File: src/hw/rtl/aba_pkg.sv
package aba_pkg;

  localparam int ID_WIDTH_DEF = 8;
  localparam int HINT_W       = 8;
  localparam int FID_W        = 8;
  localparam int STATUS_W     = 2;
  localparam int THRESH_W     = 7;
  localparam int COUNT_W      = 8;

  localparam logic [THRESH_W-1:0] THRESH_RESET = 7'd1;

  typedef enum logic [0:0] {
    CMD_ALLOC = 1'b0,
    CMD_FREE  = 1'b1
  } command_t;

  typedef enum logic [STATUS_W-1:0] {
    ST_OK        = 2'd0,
    ST_EXHAUSTED = 2'd1,
    ST_ZERO_ID   = 2'd2,
    ST_NOT_ALLOC = 2'd3
  } status_t;

  // log2 of the map word width, at least two words in the map
  function automatic int word_bits(input int id_w);
    return (id_w > 5) ? 5 : id_w - 1;
  endfunction

  typedef struct packed {
    logic    load;
    logic    rd_first;
    logic    rd_next;
    logic    scan_adv;
    logic    alloc_commit;
    logic    free_commit;
    logic    pend_set;
    status_t pend_code;
    logic    result_load;
  } dp_cmd_t;

  typedef struct packed {
    logic is_free;
    logic below_thresh;
    logic fid_zero;
    logic fid_oob;
    logic hit;
    logic scan_last;
    logic bit_used;
  } dp_stat_t;

endpackage

File: src/hw/rtl/aba_map_mem.sv
module aba_map_mem import aba_pkg::*; #(
  parameter int WORD_W = 32,
  parameter int ADDR_W = 3
) (
  input  logic              clk,
  input  logic              rst,
  input  logic              rd_en,
  input  logic [ADDR_W-1:0] rd_addr,
  output logic [WORD_W-1:0] rd_data,
  input  logic              wr_en,
  input  logic [ADDR_W-1:0] wr_addr,
  input  logic [WORD_W-1:0] wr_data
);

  localparam int DEPTH = 1 << ADDR_W;

  logic [WORD_W-1:0] mem [DEPTH];
  logic [DEPTH-1:0]  valid;

  // unwritten words read as the reset map: id 0 marked used
  always_ff @(posedge clk) begin
    if (rst) begin
      valid <= '0;
    end else if (wr_en) begin
      valid[wr_addr] <= 1'b1;
    end
  end

  always_ff @(posedge clk) begin
    if (wr_en) begin
      mem[wr_addr] <= wr_data;
    end
  end

  always_ff @(posedge clk) begin
    if (rd_en) begin
      if (valid[rd_addr]) begin
        rd_data <= mem[rd_addr];
      end else if (rd_addr == '0) begin
        rd_data <= WORD_W'(1);
      end else begin
        rd_data <= '0;
      end
    end
  end

endmodule

File: src/hw/rtl/aba_datapath.sv
module aba_datapath import aba_pkg::*; #(
  parameter int ID_WIDTH = ID_WIDTH_DEF
) (
  input  logic                clk,
  input  logic                rst,
  input  logic                command,
  input  logic [HINT_W-1:0]   start_hint,
  input  logic [FID_W-1:0]    free_id,
  input  logic                cfg_we,
  input  logic [THRESH_W-1:0] cfg_wdata,
  input  dp_cmd_t             cmd,
  output dp_stat_t            stat,
  output logic [STATUS_W-1:0] status,
  output logic [7:0]          granted_id,
  output logic [COUNT_W-1:0]  free_count
);

  localparam int WORD_BITS = word_bits(ID_WIDTH);
  localparam int WORD_W    = 1 << WORD_BITS;
  localparam int WADDR_W   = ID_WIDTH - WORD_BITS;
  localparam int NUM_WORDS = 1 << WADDR_W;
  localparam int NUM_IDS   = 1 << ID_WIDTH;
  localparam int STEP_W    = WADDR_W + 1;
  localparam int EXT_W     = (ID_WIDTH > 8) ? ID_WIDTH : 8;
  localparam int CMP_W     = (ID_WIDTH > THRESH_W) ? ID_WIDTH : THRESH_W;

  logic                 cmd_free;
  logic [WORD_BITS-1:0] pos_bit;
  logic [WADDR_W-1:0]   scan_word;
  logic [STEP_W-1:0]    step;
  logic [ID_WIDTH-1:0]  fid;
  logic                 fid_oob;
  logic [ID_WIDTH-1:0]  free_left;
  logic [THRESH_W-1:0]  thresh;
  status_t              pend_status;
  logic [ID_WIDTH-1:0]  pend_id;

  logic [EXT_W-1:0]     hint_ext;
  logic [EXT_W-1:0]     fid_ext;
  logic [EXT_W-1:0]     pend_ext;
  logic [EXT_W-1:0]     count_ext;
  logic [ID_WIDTH-1:0]  start_id;
  logic [WADDR_W-1:0]   rd_addr;
  logic                 rd_en;
  logic [WORD_W-1:0]    rd_word;
  logic [WORD_W-1:0]    low_mask;
  logic [WORD_W-1:0]    masked;
  logic [WORD_BITS-1:0] first_zero;
  logic [WORD_BITS-1:0] fid_bit;
  logic [WADDR_W-1:0]   fid_word;
  logic                 wr_en;
  logic [WADDR_W-1:0]   wr_addr;
  logic [WORD_W-1:0]    wr_data;

  assign hint_ext  = EXT_W'(start_hint);
  assign fid_ext   = EXT_W'(free_id);
  assign start_id  = hint_ext[ID_WIDTH-1:0] + ID_WIDTH'(1);
  assign fid_bit   = fid[WORD_BITS-1:0];
  assign fid_word  = fid[ID_WIDTH-1:WORD_BITS];
  assign pend_ext  = EXT_W'(pend_id);
  assign count_ext = EXT_W'(free_left);

  assign rd_en   = cmd.rd_first | cmd.rd_next;
  assign rd_addr = cmd.rd_first ? (cmd_free ? fid_word : scan_word)
                                : scan_word + WADDR_W'(1);

  // bits below the start offset count as used on the first word only
  assign low_mask = (step == '0) ? ((WORD_W'(1) << pos_bit) - WORD_W'(1)) : '0;
  assign masked   = rd_word | low_mask;

  always_comb begin
    first_zero = '0;
    for (int i = WORD_W - 1; i >= 0; i--) begin
      if (!masked[i]) begin
        first_zero = WORD_BITS'(i);
      end
    end
  end

  assign stat.is_free      = cmd_free;
  assign stat.below_thresh = CMP_W'(free_left) < CMP_W'(thresh);
  assign stat.fid_zero     = (fid == '0) && !fid_oob;
  assign stat.fid_oob      = fid_oob;
  assign stat.hit          = ~&masked;
  assign stat.scan_last    = (step == STEP_W'(NUM_WORDS));
  assign stat.bit_used     = rd_word[fid_bit];

  assign wr_en   = cmd.alloc_commit | cmd.free_commit;
  assign wr_addr = cmd_free ? fid_word : scan_word;
  assign wr_data = cmd_free ? (rd_word & ~(WORD_W'(1) << fid_bit))
                            : (rd_word | (WORD_W'(1) << first_zero));

  aba_map_mem #(
    .WORD_W (WORD_W),
    .ADDR_W (WADDR_W)
  ) u_map (
    .clk     (clk),
    .rst     (rst),
    .rd_en   (rd_en),
    .rd_addr (rd_addr),
    .rd_data (rd_word),
    .wr_en   (wr_en),
    .wr_addr (wr_addr),
    .wr_data (wr_data)
  );

  always_ff @(posedge clk) begin
    if (rst) begin
      free_left <= ID_WIDTH'(NUM_IDS - 1);
      thresh    <= THRESH_RESET;
    end else begin
      if (cfg_we) begin
        thresh <= cfg_wdata;
      end
      if (cmd.alloc_commit && free_left != '0) begin
        free_left <= free_left - ID_WIDTH'(1);
      end else if (cmd.free_commit) begin
        free_left <= free_left + ID_WIDTH'(1);
      end
    end
  end

  always_ff @(posedge clk) begin
    if (cmd.load) begin
      cmd_free  <= (command == CMD_FREE);
      pos_bit   <= start_id[WORD_BITS-1:0];
      scan_word <= start_id[ID_WIDTH-1:WORD_BITS];
      step      <= '0;
      fid       <= fid_ext[ID_WIDTH-1:0];
      fid_oob   <= |(fid_ext >> ID_WIDTH);
    end else if (cmd.scan_adv) begin
      scan_word <= scan_word + WADDR_W'(1);
      step      <= step + STEP_W'(1);
    end
    if (cmd.alloc_commit) begin
      pend_status <= ST_OK;
      pend_id     <= {scan_word, first_zero};
    end else if (cmd.free_commit) begin
      pend_status <= ST_OK;
      pend_id     <= '0;
    end else if (cmd.pend_set) begin
      pend_status <= cmd.pend_code;
      pend_id     <= '0;
    end
    if (cmd.result_load) begin
      status     <= pend_status;
      granted_id <= pend_ext[7:0];
      free_count <= count_ext[COUNT_W-1:0];
    end
  end

endmodule

File: src/hw/rtl/aba_ctrl.sv
module aba_ctrl import aba_pkg::*; (
  input  logic     clk,
  input  logic     rst,
  input  logic     in_valid,
  output logic     in_ready,
  output logic     out_valid,
  input  logic     out_ready,
  input  dp_stat_t stat,
  output dp_cmd_t  cmd
);

  typedef enum logic [2:0] {
    S_IDLE,
    S_DECIDE,
    S_SCAN,
    S_FCHK,
    S_RESULT
  } state_t;

  state_t state;
  state_t state_next;
  logic   out_valid_next;

  assign in_ready = (state == S_IDLE);

  always_comb begin
    cmd            = '0;
    state_next     = state;
    out_valid_next = out_valid && !out_ready;
    case (state)
      S_IDLE: begin
        if (in_valid) begin
          cmd.load   = 1'b1;
          state_next = S_DECIDE;
        end
      end
      S_DECIDE: begin
        if (!stat.is_free) begin
          if (stat.below_thresh) begin
            cmd.pend_set  = 1'b1;
            cmd.pend_code = ST_EXHAUSTED;
            state_next    = S_RESULT;
          end else begin
            cmd.rd_first = 1'b1;
            state_next   = S_SCAN;
          end
        end else if (stat.fid_zero) begin
          cmd.pend_set  = 1'b1;
          cmd.pend_code = ST_ZERO_ID;
          state_next    = S_RESULT;
        end else if (stat.fid_oob) begin
          cmd.pend_set  = 1'b1;
          cmd.pend_code = ST_NOT_ALLOC;
          state_next    = S_RESULT;
        end else begin
          cmd.rd_first = 1'b1;
          state_next   = S_FCHK;
        end
      end
      S_SCAN: begin
        cmd.rd_next = 1'b1;
        if (stat.hit) begin
          cmd.alloc_commit = 1'b1;
          state_next       = S_RESULT;
        end else if (stat.scan_last) begin
          cmd.pend_set  = 1'b1;
          cmd.pend_code = ST_EXHAUSTED;
          state_next    = S_RESULT;
        end else begin
          cmd.scan_adv = 1'b1;
        end
      end
      S_FCHK: begin
        if (stat.bit_used) begin
          cmd.free_commit = 1'b1;
        end else begin
          cmd.pend_set  = 1'b1;
          cmd.pend_code = ST_NOT_ALLOC;
        end
        state_next = S_RESULT;
      end
      S_RESULT: begin
        if (!out_valid || out_ready) begin
          cmd.result_load = 1'b1;
          out_valid_next  = 1'b1;
          state_next      = S_IDLE;
        end
      end
      default: begin
        state_next = S_IDLE;
      end
    endcase
  end

  always_ff @(posedge clk) begin
    if (rst) begin
      state     <= S_IDLE;
      out_valid <= 1'b0;
    end else begin
      state     <= state_next;
      out_valid <= out_valid_next;
    end
  end

endmodule

File: src/hw/rtl/asid_bitmap_allocator.sv
// channel   direction  handshake            payload
// request   in         in_valid/in_ready    command, start_hint, free_id
// result    out        out_valid/out_ready  status, granted_id, free_count
// config    in         cfg_we               cfg_wdata (reserve threshold)
//
// free runs from accept through decide, free check and result; a threshold refusal
// goes from decide to result; allocate scans one map word per cycle, up to one more
// than the map has (9 words at 256 ids), set by the single read port of the map
// reset takes effect at once: per-word valid bits present the reset map
// a finished result waits in the output register while the next request is taken;
// the result after it waits until the output register is free
module asid_bitmap_allocator import aba_pkg::*; #(
  parameter int ID_WIDTH = ID_WIDTH_DEF
) (
  input  logic                clk,
  input  logic                rst,
  input  logic                in_valid,
  output logic                in_ready,
  input  logic                command,
  input  logic [HINT_W-1:0]   start_hint,
  input  logic [FID_W-1:0]    free_id,
  output logic                out_valid,
  input  logic                out_ready,
  output logic [STATUS_W-1:0] status,
  output logic [7:0]          granted_id,
  output logic [COUNT_W-1:0]  free_count,
  input  logic                cfg_we,
  input  logic [THRESH_W-1:0] cfg_wdata
);

  dp_cmd_t  cmd;
  dp_stat_t stat;

  aba_ctrl u_ctrl (
    .clk       (clk),
    .rst       (rst),
    .in_valid  (in_valid),
    .in_ready  (in_ready),
    .out_valid (out_valid),
    .out_ready (out_ready),
    .stat      (stat),
    .cmd       (cmd)
  );

  aba_datapath #(
    .ID_WIDTH (ID_WIDTH)
  ) u_datapath (
    .clk        (clk),
    .rst        (rst),
    .command    (command),
    .start_hint (start_hint),
    .free_id    (free_id),
    .cfg_we     (cfg_we),
    .cfg_wdata  (cfg_wdata),
    .cmd        (cmd),
    .stat       (stat),
    .status     (status),
    .granted_id (granted_id),
    .free_count (free_count)
  );

endmodule

File: config.mk
export PLATFORM = sky130hd
export DESIGN_NAME = asid_bitmap_allocator
export DESIGN_NICKNAME = d
export VERILOG_FILES = /design/src/hw/rtl/aba_pkg.sv /design/src/hw/rtl/aba_map_mem.sv /design/src/hw/rtl/aba_datapath.sv /design/src/hw/rtl/aba_ctrl.sv /design/src/hw/rtl/asid_bitmap_allocator.sv
export SDC_FILE = /design/constraint.sdc
export NUM_CORES = 1
export LEC_CHECK = 0
export BUFFER_PORTS_ARGS = -buffer_cell sky130_fd_sc_hd__buf_2
export CORE_ASPECT_RATIO = 0.5
export CORE_MARGIN = 3
export CORE_UTILIZATION = 45
export DETAILED_ROUTE_END_ITERATION = 8
export PLACE_DENSITY = 0.6
export SETUP_SLACK_MARGIN = 0.4
export SYNTH_ARGS = -nofsm -noshare
export SYNTH_HDL_FRONTEND = slang
export SYNTH_HIERARCHICAL = 1
export SYNTH_SLANG_ARGS = --single-unit
File: constraint.sdc
create_clock -name clk -period 10.43 [get_ports clk]
set_clock_uncertainty 0.2 [all_clocks]
set_input_delay 2.086 -clock clk [delete_from_list [all_inputs] [get_ports clk]]
set_output_delay 2.086 -clock clk [all_outputs]
set_load 0.05 [all_outputs]
======== Word level (Yosys, flattened, before mapping) ========
Memory sizes are Yosys's and may differ from the RTL's.
Cells that the tools add are included.
operators by class
  $add $sub $neg .......................... 6
  reduce and logical (&&, ||, !) cells .... 17
  muxes and demuxes ....................... 84
  $lt $le $gt $ge ......................... 5
  shifts and indexed selects .............. 3
  bitwise logic cells ..................... 7
  eq/ne operators ......................... 8
operators by type and width
  cell                   number
  $mux 5                 32
  $mux 32                3
  $shl 1x5->32 const A   3
  $or 32x32->32          2
  $mux 3                 18
  $mux 8                 5
  $and 32x32->32         1
  $not 32->32            1
  $reduce_and 32->1      1
  $sub 32x1->32 const B  1
  $mux 1                 21
  $add 8x1->8 const B    2
  $pmux 3 s5             1
  $pmux 3 s3             1
  $logic_not 8->1        1
  $lt 3x4->1 const B     2
  $lt 8x7->1             1
  $or 8x8->8             1
  $reduce_bool 8->1      1
  $sub 8x1->8 const B    1
  $eq 3x2->1 const B     2
  $logic_not 3->1        2
  $lt 5x6->1 const B     1
  $bmux 1 s5             1
  other kinds (20)       25
word-level totals
  input bits .............................. 29
  output and inout bits ................... 20
  bits in registers ....................... 108
  logic and storage cells ................. 147
  bits in writable memories ............... 256
  memories kept ........................... 1
memory list
  name                  depth  bits a word  read ports  clocked after memory_dff  write ports  RTL line           source
  u_datapath.u_map.mem  8      32           1           0                         1            aba_map_mem.sv:17  logic [WORD_W-1:0] mem [DEPTH];

======== Logic depth before layout (Yosys ltp) ========
Gate-level depths: netlist (run 1).
  depth in word-level cells ............... 39
  gate-level depth with buffers ........... 25
  gate-level depth less buffers ........... 22

======== Cells and area by module ========
The synthesis (run 1) kept the hierarchy.
by module, submodules not included
  module        cells an instance  times used  area each (sq um)
  aba_map_mem   510                1           11113.2
  aba_datapath  577                1           5220.0
  aba_ctrl      49                 1           377.9

======== Worst setup path after synthesis (run 1) ========
Ideal clock, no wire load.
  path kind ............................... register -> register
  start ................................... register u_datapath.pos_bit[4]
  end ..................................... memory u_datapath.u_map.mem[0][0] (enable)
  required time ........................... 9.714 ns
  data arrival time ....................... 6.497 ns
  cell stages (with the launch flop) ...... 17
  library setup time ...................... 0.516 ns
  slack ................................... 3.217 ns
  cells stage by stage .................... edfxtp_1 > nor4_4 > nand2_1 > ha_1 > buf_2 > buf_2 > buf_2 > o21ai_0 > o21ai_1 > a31oi_1 > or3_4 > nor2_1 > nand2_1 > and3_1 > clkbuf_1 > or2_2 > nor4b_1
RTL lines
  what                    RTL line             source
  start, declared         aba_datapath.sv:28   logic [WORD_BITS-1:0] pos_bit;
  start signal, assigned  aba_datapath.sv:126  pos_bit <= start_id[WORD_BITS-1:0];
  end, declared           aba_map_mem.sv:17

==> summary.txt, run 1 <==
Timing
  – Slew at the pin with the worst max-slew slack: 1204 ps
  – Slew HR: 0.1901
  – Unrepaired setup endpoints after global routing: no
  – Max-slew violation count: 0
  – Setup-failing EPs final: 0
  – Post-Route Setup TNS: 0 ps
  – Maximum clock rate: 153.3 MHz
  – Time the final worst path needs with I/O delays and setup: 6521 ps
  – Final Hold Vio Count: 0
  – Part of the cycle the worst path needs: 0.6252

Synthesis
  – Net count of the mapped netlist: 1183
  – Synth cell types: 91
  – Portion of synthesized cell area occupied by the leading cell type: 0.5948
  – Library cell with the largest summed area after synthesis: sky130_fd_sc_hd__edfxtp_1
  – Proportion of synthesized chip area in sequential cells: 0.6343
  – Top flip-flop cell by instance count after synthesis: sky130_fd_sc_hd__edfxtp_1
  – Fraction of synthesis flops using an asynchronous set or reset pin: 0
  – Yosys synthesis warning count: 6
  – Post-Synthesis Cell Area: 16710 um^2
  – Number of instances in the synthesized netlist: 1136
  – Mean cell area of the mapped netlist: 14.71 um^2
  – Total of flip-flops plus latches after synthesis: 364
  – Area contributors post-synth: sky130_fd_sc_hd__edfxtp_1 59%, sky130_fd_sc_hd__mux4_2 10%, sky130_fd_sc_hd__dfxtp_1 4.0%, sky130_fd_sc_hd__o21ai_0 1.7%, sky130_fd_sc_hd__nor2_1 1.6%
  – Post-synth EDFFs: 331

Clock tree
  – TritonCTS Buffers: 34
  – Clock-pin transition on the worst setup and hold timing paths: 70 ps
  – Htree depth: 2
  – Clock latency at the later pin of the worst-skew pair: 540 ps
  – Quantity of gates resized following cts: 0
  – # clock sinks: 364
  – Clock tree from TritonCTS: done
  – Clock Path Buffers: 3
  – Number of buffers inserted by hold repair at cts: 0
  – Number of setup buffers added after CTS: 0
  – Root Buffer Master: sky130_fd_sc_hd__clkbuf_16

Place
  – Placed Instances: 1615
  – Half-perimeter wire length of the detailed placement result: 26320 um
  – Port Buf Inserts: 48
  – Final Wtd Congestion: 0.9434

Die
  – Die X: 278.5 um
  – Floorplan core area: 36230 um^2
  – Chip Height: 142.3 um
  – Area of the die: 39620 um^2
  – Starting density of the core: 0.4612
  – Total I/O pin count: 49
  – Num rows: 49

Cells and area
  – Total of fill cells in the finished design: 3040
  – Antenna diodes: 0
  – Nets: 1214
  – Finished Layout Cells: 1676
  – Synthesis-to-finish area growth: 9.748%
  – Sequential cell area in the final layout: 10600 um^2
  – Area of the multi-input gates: 5628 um^2
  – Commonest cells after routing, fill and taps aside: 331 x sky130_fd_sc_hd__edfxtp_1, 76 x sky130_fd_sc_hd__mux4_2, 71 x sky130_fd_sc_hd__nor2_1
  – Most frequent standard cell in the layout excluding fill and tap cells: sky130_fd_sc_hd__edfxtp_1
  – Share of cells above drive strength 1: 0.2055

Route
  – TritonRoute pass-1 iters: 5
  – Via density per instance: 6.127
  – Total routed wirelength: 42510 um
  – Antenna viol nets, final: 0
  – Count of routing violations after the opening detailed-route iteration: 1167
  – Routed via count: 10270
  – Final routed DRC violation total: 0
  – Routed WL per cell: 25.36 um

GRT
  – Initial antenna violation count: 0
  – First-pass GRT wire length: 63550 um
  – Via count of the first global-routing pass: 9893
  – Global routing usage summed across all routing layers: 0.2159
  – Grt ovf: 0
  – Maximum number of pins on one net before global-route repair: 65

Pwr
  – Leakage power total: 5.965 nW
  – Overall power of the completed layout: 3.703 mW
  – Peak supply drop: 0.08995 mV
  – Total power density per cell area: 201.9 nW/um^2

Status
  – Status: finished clean

Critical path
  – Chain of cells forming the critical path: nor4_4 > nand2_1 > ha_1 > nor4_1 > o211ai_1 > a311oi_1 > nand3_1 > nor2_1 > nand2_1 > and3_1 > o21ai_0 > inv_1 > ha_1 > nor2b_1 > o21ai_0 > nand2b_1 > a21o_1 > a21oi_1 > xor2_1 > nor2_1 > a211o_1
  – Data arrival, critical path: 6740 ps
  – Slowest cell on crit path: sky130_fd_sc_hd__edfxtp_1
  – Type of the worst setup path: flip-flop to flip-flop
  – Delay of the slowest cell on the worst path: 740 ps
  – Critical-path maximum fanout: 27
  – Required time at the worst-slack endpoint: 10650 ps
  – Kind of capture point of the worst setup path: flip-flop
  – Critical Path Start Type: flip-flop

Hold path
  – Tightest Hold Check Type: flip-flop to flip-flop

Run
  – Count of maximum capacitance violations: 0
-- metal layers --
layer,up-vias,GRT usage,part of all wire,wire length (um)
met5,-,0,0,0
met1,5289,0.3255,0.47,20020
met3,67,0.03983,0.072,3043
li1,4525,-,-,-
met4,0,0.04717,0.019,816
met2,388,0.3305,0.44,18630
-- sequential cells by signal, indices dropped and copies added (netlist names) --
name	count
u_datapath/status	2
u_datapath/count_ext	8
u_datapath/u_map/rd_data	32
u_datapath/pos_bit	5
u_datapath/pend_ext	8
u_datapath/pend_status	2
u_datapath/granted_id	8
u_datapath/thresh	7
u_datapath/scan_word	3
u_ctrl/out_valid	1
u_ctrl/state	3
u_datapath/cmd_free	1
u_datapath/u_map/mem	256
u_datapath/free_count	8
u_datapath/u_map/valid	8
u_datapath/fid	8
u_datapath/step	4
-- kinds of logic after synthesis --
group / after synthesis / share of synthesized area
buffers and inverters: 94 / 0.03362
adders and majority gates: 18 / 0.01393
AOI/OAI and AO/OA: 245 / 0.09943
other: 1 / 0.0002244
and+or+nand+nor: 302 / 0.09516
xor gates and xnor gates: 16 / 0.008386
DFF: 364 / 0.6343
muxes: 96 / 0.1149
-- through the flow --
step | area [um^2] | worst slack (ps) | hold slack (ps) | util
after CTS | 18340 | 3948 | 219.5 | 0.5062
after floorplan | 16710 | 3217 | 200.3 | -
after detailed placement | 17280 | 3977 | 204.5 | 0.4770
after global placement | 17280 | 4125 | 204.0 | 0.4770
final | 18340 | 3909 | 218.3 | 0.5062
after global routing | 18340 | 3249 | 226.4 | 0.5062
-- final timing paths --
check | start | endpoint | slack [ps] | cells past startpoint
worst max-delay path | u_datapath/pos_bit[4] | u_datapath/count_ext[6] | 3910 | 21
worst min register to register | u_datapath/pend_ext[3] | u_datapath/granted_id[3] | 220 | 0
worst max register to register | u_datapath/pos_bit[4] | u_datapath/count_ext[6] | 3910 | 21
worst min-delay path | u_datapath/pend_ext[3] | u_datapath/granted_id[3] | 220 | 0
-- layout make-up --
class / count / area share
inverter: 26 / 0.005321
tap: 484 / 0.03302
timing repair buffer: 63 / 0.01924
clock buffer: 37 / 0.04701
multi-input combinational: 678 / 0.3069
sequential: 364 / 0.5780
clock inverter: 24 / 0.01057
-- worst max-delay path, delay by kind of cell, from the launching register on --
| kind | cells | cell delay, ps |
|---|---|---|
| adders and majority gates | 2 | 910 |
| and+or+nand+nor | 10 | 2350 |
| buffers and inverters | 1 | 240 |
| DFF | 1 | 740 |
| AOI/OAI and AO/OA | 7 | 1790 |
| xor gates and xnor gates | 1 | 160 |
-- power by group --
group / total, mW / switching (mW) / leakage [nW] / internal [mW]
combinational: 0.739 / 0.468 / 2.18 / 0.272
sequential: 1.77 / 0.0740 / 3.27 / 1.69
clock: 1.20 / 0.543 / 0.516 / 0.655
-- cell usage after synthesis, types with 9 or more instances --
cell type	number
sky130_fd_sc_hd__a21oi_1	36
sky130_fd_sc_hd__xnor2_1	9
sky130_fd_sc_hd__and3_1	9
sky130_fd_sc_hd__ha_1	17
sky130_fd_sc_hd__buf_2	21
sky130_fd_sc_hd__edfxtp_1	331
sky130_fd_sc_hd__mux4_2	76
sky130_fd_sc_hd__dfxtp_1	33
sky130_fd_sc_hd__o21ai_0	56
sky130_fd_sc_hd__mux2i_1	13
sky130_fd_sc_hd__nand2b_1	15
sky130_fd_sc_hd__o21ai_1	36
sky130_fd_sc_hd__nor2_1	73
sky130_fd_sc_hd__o31ai_2	12
sky130_fd_sc_hd__inv_1	26
sky130_fd_sc_hd__and2_1	9
sky130_fd_sc_hd__nor2b_1	13
sky130_fd_sc_hd__nand3_1	44
sky130_fd_sc_hd__nor3_1	14
sky130_fd_sc_hd__nand2_1	65
sky130_fd_sc_hd__o31ai_1	23
sky130_fd_sc_hd__a21o_1	13
sky130_fd_sc_hd__clkbuf_1	19
(Power assumes the default switching activity.)
==> inputs of run 2 (changes only) <==
--- a/config.mk
+++ b/config.mk
@@ -5,12 +5,13 @@
 export SDC_FILE = /design/constraint.sdc
 export NUM_CORES = 1
 export LEC_CHECK = 0
+export ABC_AREA = 1
 export BUFFER_PORTS_ARGS = -buffer_cell sky130_fd_sc_hd__buf_2
 export CORE_ASPECT_RATIO = 0.5
 export CORE_MARGIN = 3
 export CORE_UTILIZATION = 45
 export DETAILED_ROUTE_END_ITERATION = 8
-export PLACE_DENSITY = 0.6
+export PLACE_DENSITY = 0.62
 export SETUP_SLACK_MARGIN = 0.4
 export SYNTH_ARGS = -nofsm -noshare
 export SYNTH_HDL_FRONTEND = slang
==> constraint.sdc (replaced) <==
create_clock -name clk -period 5.45 [get_ports clk]
set_clock_uncertainty 0.2 [all_clocks]
set_input_delay 1.09 -clock clk [delete_from_list [all_inputs] [get_ports clk]]
set_output_delay 1.09 -clock clk [all_outputs]
set_load 0.05 [all_outputs]
==> run 2 against run 1 <==
Net effect:
- power up 130%
- count of clock-buffer cells in the layout grew 3
- critical path type unchanged
- largest power group unchanged
- cell count rose by 55%
- worst setup slack got worse by 3400 ps
- register-to-register slack got worse by 3400 ps
- wire length up 8.7%
==> summary.txt, run 2 <==
Pwr
  – Peak supply drop: 0.3233 mV
  – Total power density per cell area: 427.9 nW/um^2
  – Overall power of the completed layout: 8.557 mW
  – Leakage power total: 8.854 nW

Route
  – Antenna viol nets, final: 0
  – Routed WL per cell: 17.80 um
  – Count of routing violations after the opening detailed-route iteration: 1223
  – Routed via count: 13450
  – Via density per instance: 5.180
  – Final routed DRC violation total: 0
  – Total routed wirelength: 46200 um
  – TritonRoute pass-1 iters: 5

Synthesis
  – Top flip-flop cell by instance count after synthesis: sky130_fd_sc_hd__edfxtp_1
  – Total of flip-flops plus latches after synthesis: 364
  – Cell with the most instances after synthesis: sky130_fd_sc_hd__nand2_1
  – Synth cell types: 48
  – Area contributors post-synth: sky130_fd_sc_hd__edfxtp_1 56%, sky130_fd_sc_hd__nand2_1 17%, sky130_fd_sc_hd__inv_1 4.8%, sky130_fd_sc_hd__dfxtp_1 3.7%, sky130_fd_sc_hd__nor2_1 2.5%
  – Yosys synthesis warning count: 6
  – Library cell with the largest summed area after synthesis: sky130_fd_sc_hd__edfxtp_1
  – Net count of the mapped netlist: 2041
  – Number of instances in the synthesized netlist: 1994
  – Mean cell area of the mapped netlist: 8.957 um^2
  – Post-Synthesis Cell Area: 17860 um^2
  – Portion of synthesized cell area occupied by the leading cell type: 0.5565
  – Most numerous cell types in the synthesized netlist: 822 x sky130_fd_sc_hd__nand2_1, 331 x sky130_fd_sc_hd__edfxtp_1, 228 x sky130_fd_sc_hd__inv_1
  – Fraction of synthesis flops using an asynchronous set or reset pin: 0
  – Proportion of synthesized chip area in sequential cells: 0.5935
  – Post-synth EDFFs: 331

Timing
  – Slew HR: 0.2743
  – Final Hold Vio Count: 0
  – Hold Worst Slack: 218.9 ps
  – Unrepaired setup endpoints after global routing: yes
  – Time the final worst path needs with I/O delays and setup: 4896 ps
  – Part of the cycle the worst path needs: 0.8983
  – Maximum clock rate: 204.3 MHz
  – Setup-failing EPs final: 0
  – Max-slew violation count: 0
  – Slew at the pin with the worst max-slew slack: 1085 ps
  – Post-Route Setup TNS: 0 ps

Cells and area
  – Final Core Density: 0.5223
  – Most frequent standard cell in the layout excluding fill and tap cells: sky130_fd_sc_hd__nand2_1
  – Nets: 2097
  – Number of flip-flops under the largest register name: 256
  – Final design instance area without fill: 20000 um^2
  – Register with the highest flop count: u_datapath/u_map/mem
  – Largest registers: u_datapath/u_map/mem: 256 flops, u_datapath/u_map/rd_data: 32 flops
  – Synthesis-to-finish area growth: 11.96%
  – Share of cells above drive strength 1: 0.1199
  – Total of fill cells in the finished design: 3530
  – Antenna diodes: 0
  – Commonest cells after routing, fill and taps aside: 810 x sky130_fd_sc_hd__nand2_1, 331 x sky130_fd_sc_hd__edfxtp_1, 225 x sky130_fd_sc_hd__inv_1

Critical path
  – Slowest cell on crit path: sky130_fd_sc_hd__edfxtp_1
  – Worst reg-to-reg setup slack: 550 ps
  – End of the worst register-to-register path: u_datapath/count_ext[7]
  – R2R depth: 39
  – Data arrival, critical path: 5090 ps
  – Critical Path Start Type: flip-flop
  – Crit. Startpoint: u_datapath/pos_bit[1]
  – Type of the worst setup path: flip-flop to flip-flop
  – Critical-path maximum fanout: 5
  – Critical path's top delay family: simple AND/OR/NAND/NOR gates
  – Launch instance of the worst register-to-register path: u_datapath/pos_bit[1]
  – Cell mode on critical path: sky130_fd_sc_hd__nor2_2
  – Delay of the slowest cell on the worst path: 450 ps
  – Critical path buffer and inverter count: 8
  – Kind of capture point of the worst setup path: flip-flop
  – Required time at the worst-slack endpoint: 5650 ps

GRT
  – First-pass GRT wire length: 70890 um
  – Global routing usage summed across all routing layers: 0.2164
  – Grt ovf: 0
  – Initial antenna violation count: 2
  – Via count of the first global-routing pass: 12260
  – Maximum number of pins on one net before global-route repair: 74

Clock tree
  – Number of buffers inserted by hold repair at cts: 0
  – # clock sinks: 364
  – Clock Path Buffers: 3
  – TritonCTS Buffers: 35
  – Clock tree from TritonCTS: done
  – Clock-pin transition on the worst setup and hold timing paths: 60 ps
  – Htree depth: 2
  – Root Buffer Master: sky130_fd_sc_hd__clkbuf_16
  – Clock latency at the later pin of the worst-skew pair: 530 ps

Run
  – Count of maximum capacitance violations: 0

Die
  – Num rows: 50
  – Area of the die: 42260 um^2
  – Floorplan core area: 38290 um^2
  – Starting density of the core: 0.4665
  – Total I/O pin count: 49
  – Chip Height: 146.9 um
  – Die X: 287.7 um

Place
  – Half-perimeter wire length of the detailed placement result: 29720 um
  – Port Buf Inserts: 48
  – Final Wtd Congestion: 0.9715
  – Placed inst area: 18660 um^2

Status
  – Status: finished clean

Hold path
  – Tightest Hold Check Type: flip-flop to flip-flop
  – Endpoint with the worst hold slack: u_datapath/granted_id[5]
  – Hold depth: 0
  – Launch point of the worst hold path: u_datapath/pend_ext[5]
run 2: cell types whose count changed after synthesis, sizes merged, moves of 12 or more:
cell    previous run  this run
a21o              13         0
inv               26       242
mux2i             13         0
mux4              76         0
nand2             66       834
nand2b            15         0
nand3             45        92
nand4              7        22
nor2              73       136
nor2b             13         0
o21ai             94        71
o22ai              2        14
o31ai             35         2
run 2: where the power goes:
part / internal (mW) / total (mW) / switching (mW)
combinational: 0.745 / 2.74 / 2.00
sequential: 3.36 / 3.48 / 0.112
clock: 1.30 / 2.34 / 1.04
total: 5.41 / 8.56 / 3.15
run 2: worst register-to-register path, delay by kind of cell, from the launching register on:
family | cells | cell delay [ps]
and+or+nand+nor | 23 | 2170
buffers and inverters | 8 | 760
AOI/OAI and AO/OA | 6 | 660
adders and majority gates | 2 | 530
DFF | 1 | 450
run 2: final cells by class:
cell class,instances,area [um^2],area share
clock inverter,23,177.7,0.008885
clock buffer,40,904.6,0.04524
multi-input combinational,1310,6093,0.3047
timing repair buffer,96,645.6,0.03229
sequential,364,10600,0.5301
tap,520,650.6,0.03254
inverter,243,924.6,0.04624
run 2: worst max path at each step:
stage	endpoint	slack, ps	depth (start not counted)
2_1_floorplan	u_datapath/u_map/mem[5][0]	-70	26
3_3_place_gp	u_datapath/count_ext[7]	320	38
3_5_place_dp	u_datapath/count_ext[7]	220	37
6_report	u_datapath/count_ext[7]	550	39
4_1_cts	u_datapath/count_ext[7]	400	37
5_1_grt	u_datapath/u_map/mem[6][0]	170	43
run 2: cell families (layout without fill, tap and decap cells):
| logic type | after synthesis | in the layout | share of synthesized area |
|---|---|---|---|
| flops | 364 | 364 | 0.5935 |
| other cells | 1 | 1 | 0.0002100 |
| compound gates | 169 | 169 | 0.05506 |
| simple gates | 1114 | 1114 | 0.2553 |
| buf+inv | 320 | 402 | 0.07895 |
| xor+xnor | 8 | 8 | 0.003923 |
| fa+ha+maj | 18 | 18 | 0.01303 |
run 2: timing repair:
action / 4_1_cts / 5_1_grt
setup buffers: 0 / 12
gates resized for setup: 2 / 45
endpoints found under the setup margin: 2 / 393
pin swaps: 0 / 11
run 2: per-stage QoR:
| stage | cells | setup WS, ps |
|---|---|---|
| finish | 2596 | 554.1 |
| global route | 2596 | 166.2 |
| CTS | 2584 | 401.4 |
| detailed placement | 2521 | 223.4 |
| global placement | 2521 | 320.8 |
| floorplan | 1994 | -70.64 |
run 2: layer usage:
metal	part of all wire	global-route usage
met1	0.46	0.3172
met2	0.44	0.3337
met5	0.00028	0
met4	0.019	0.04727
met3	0.074	0.04310
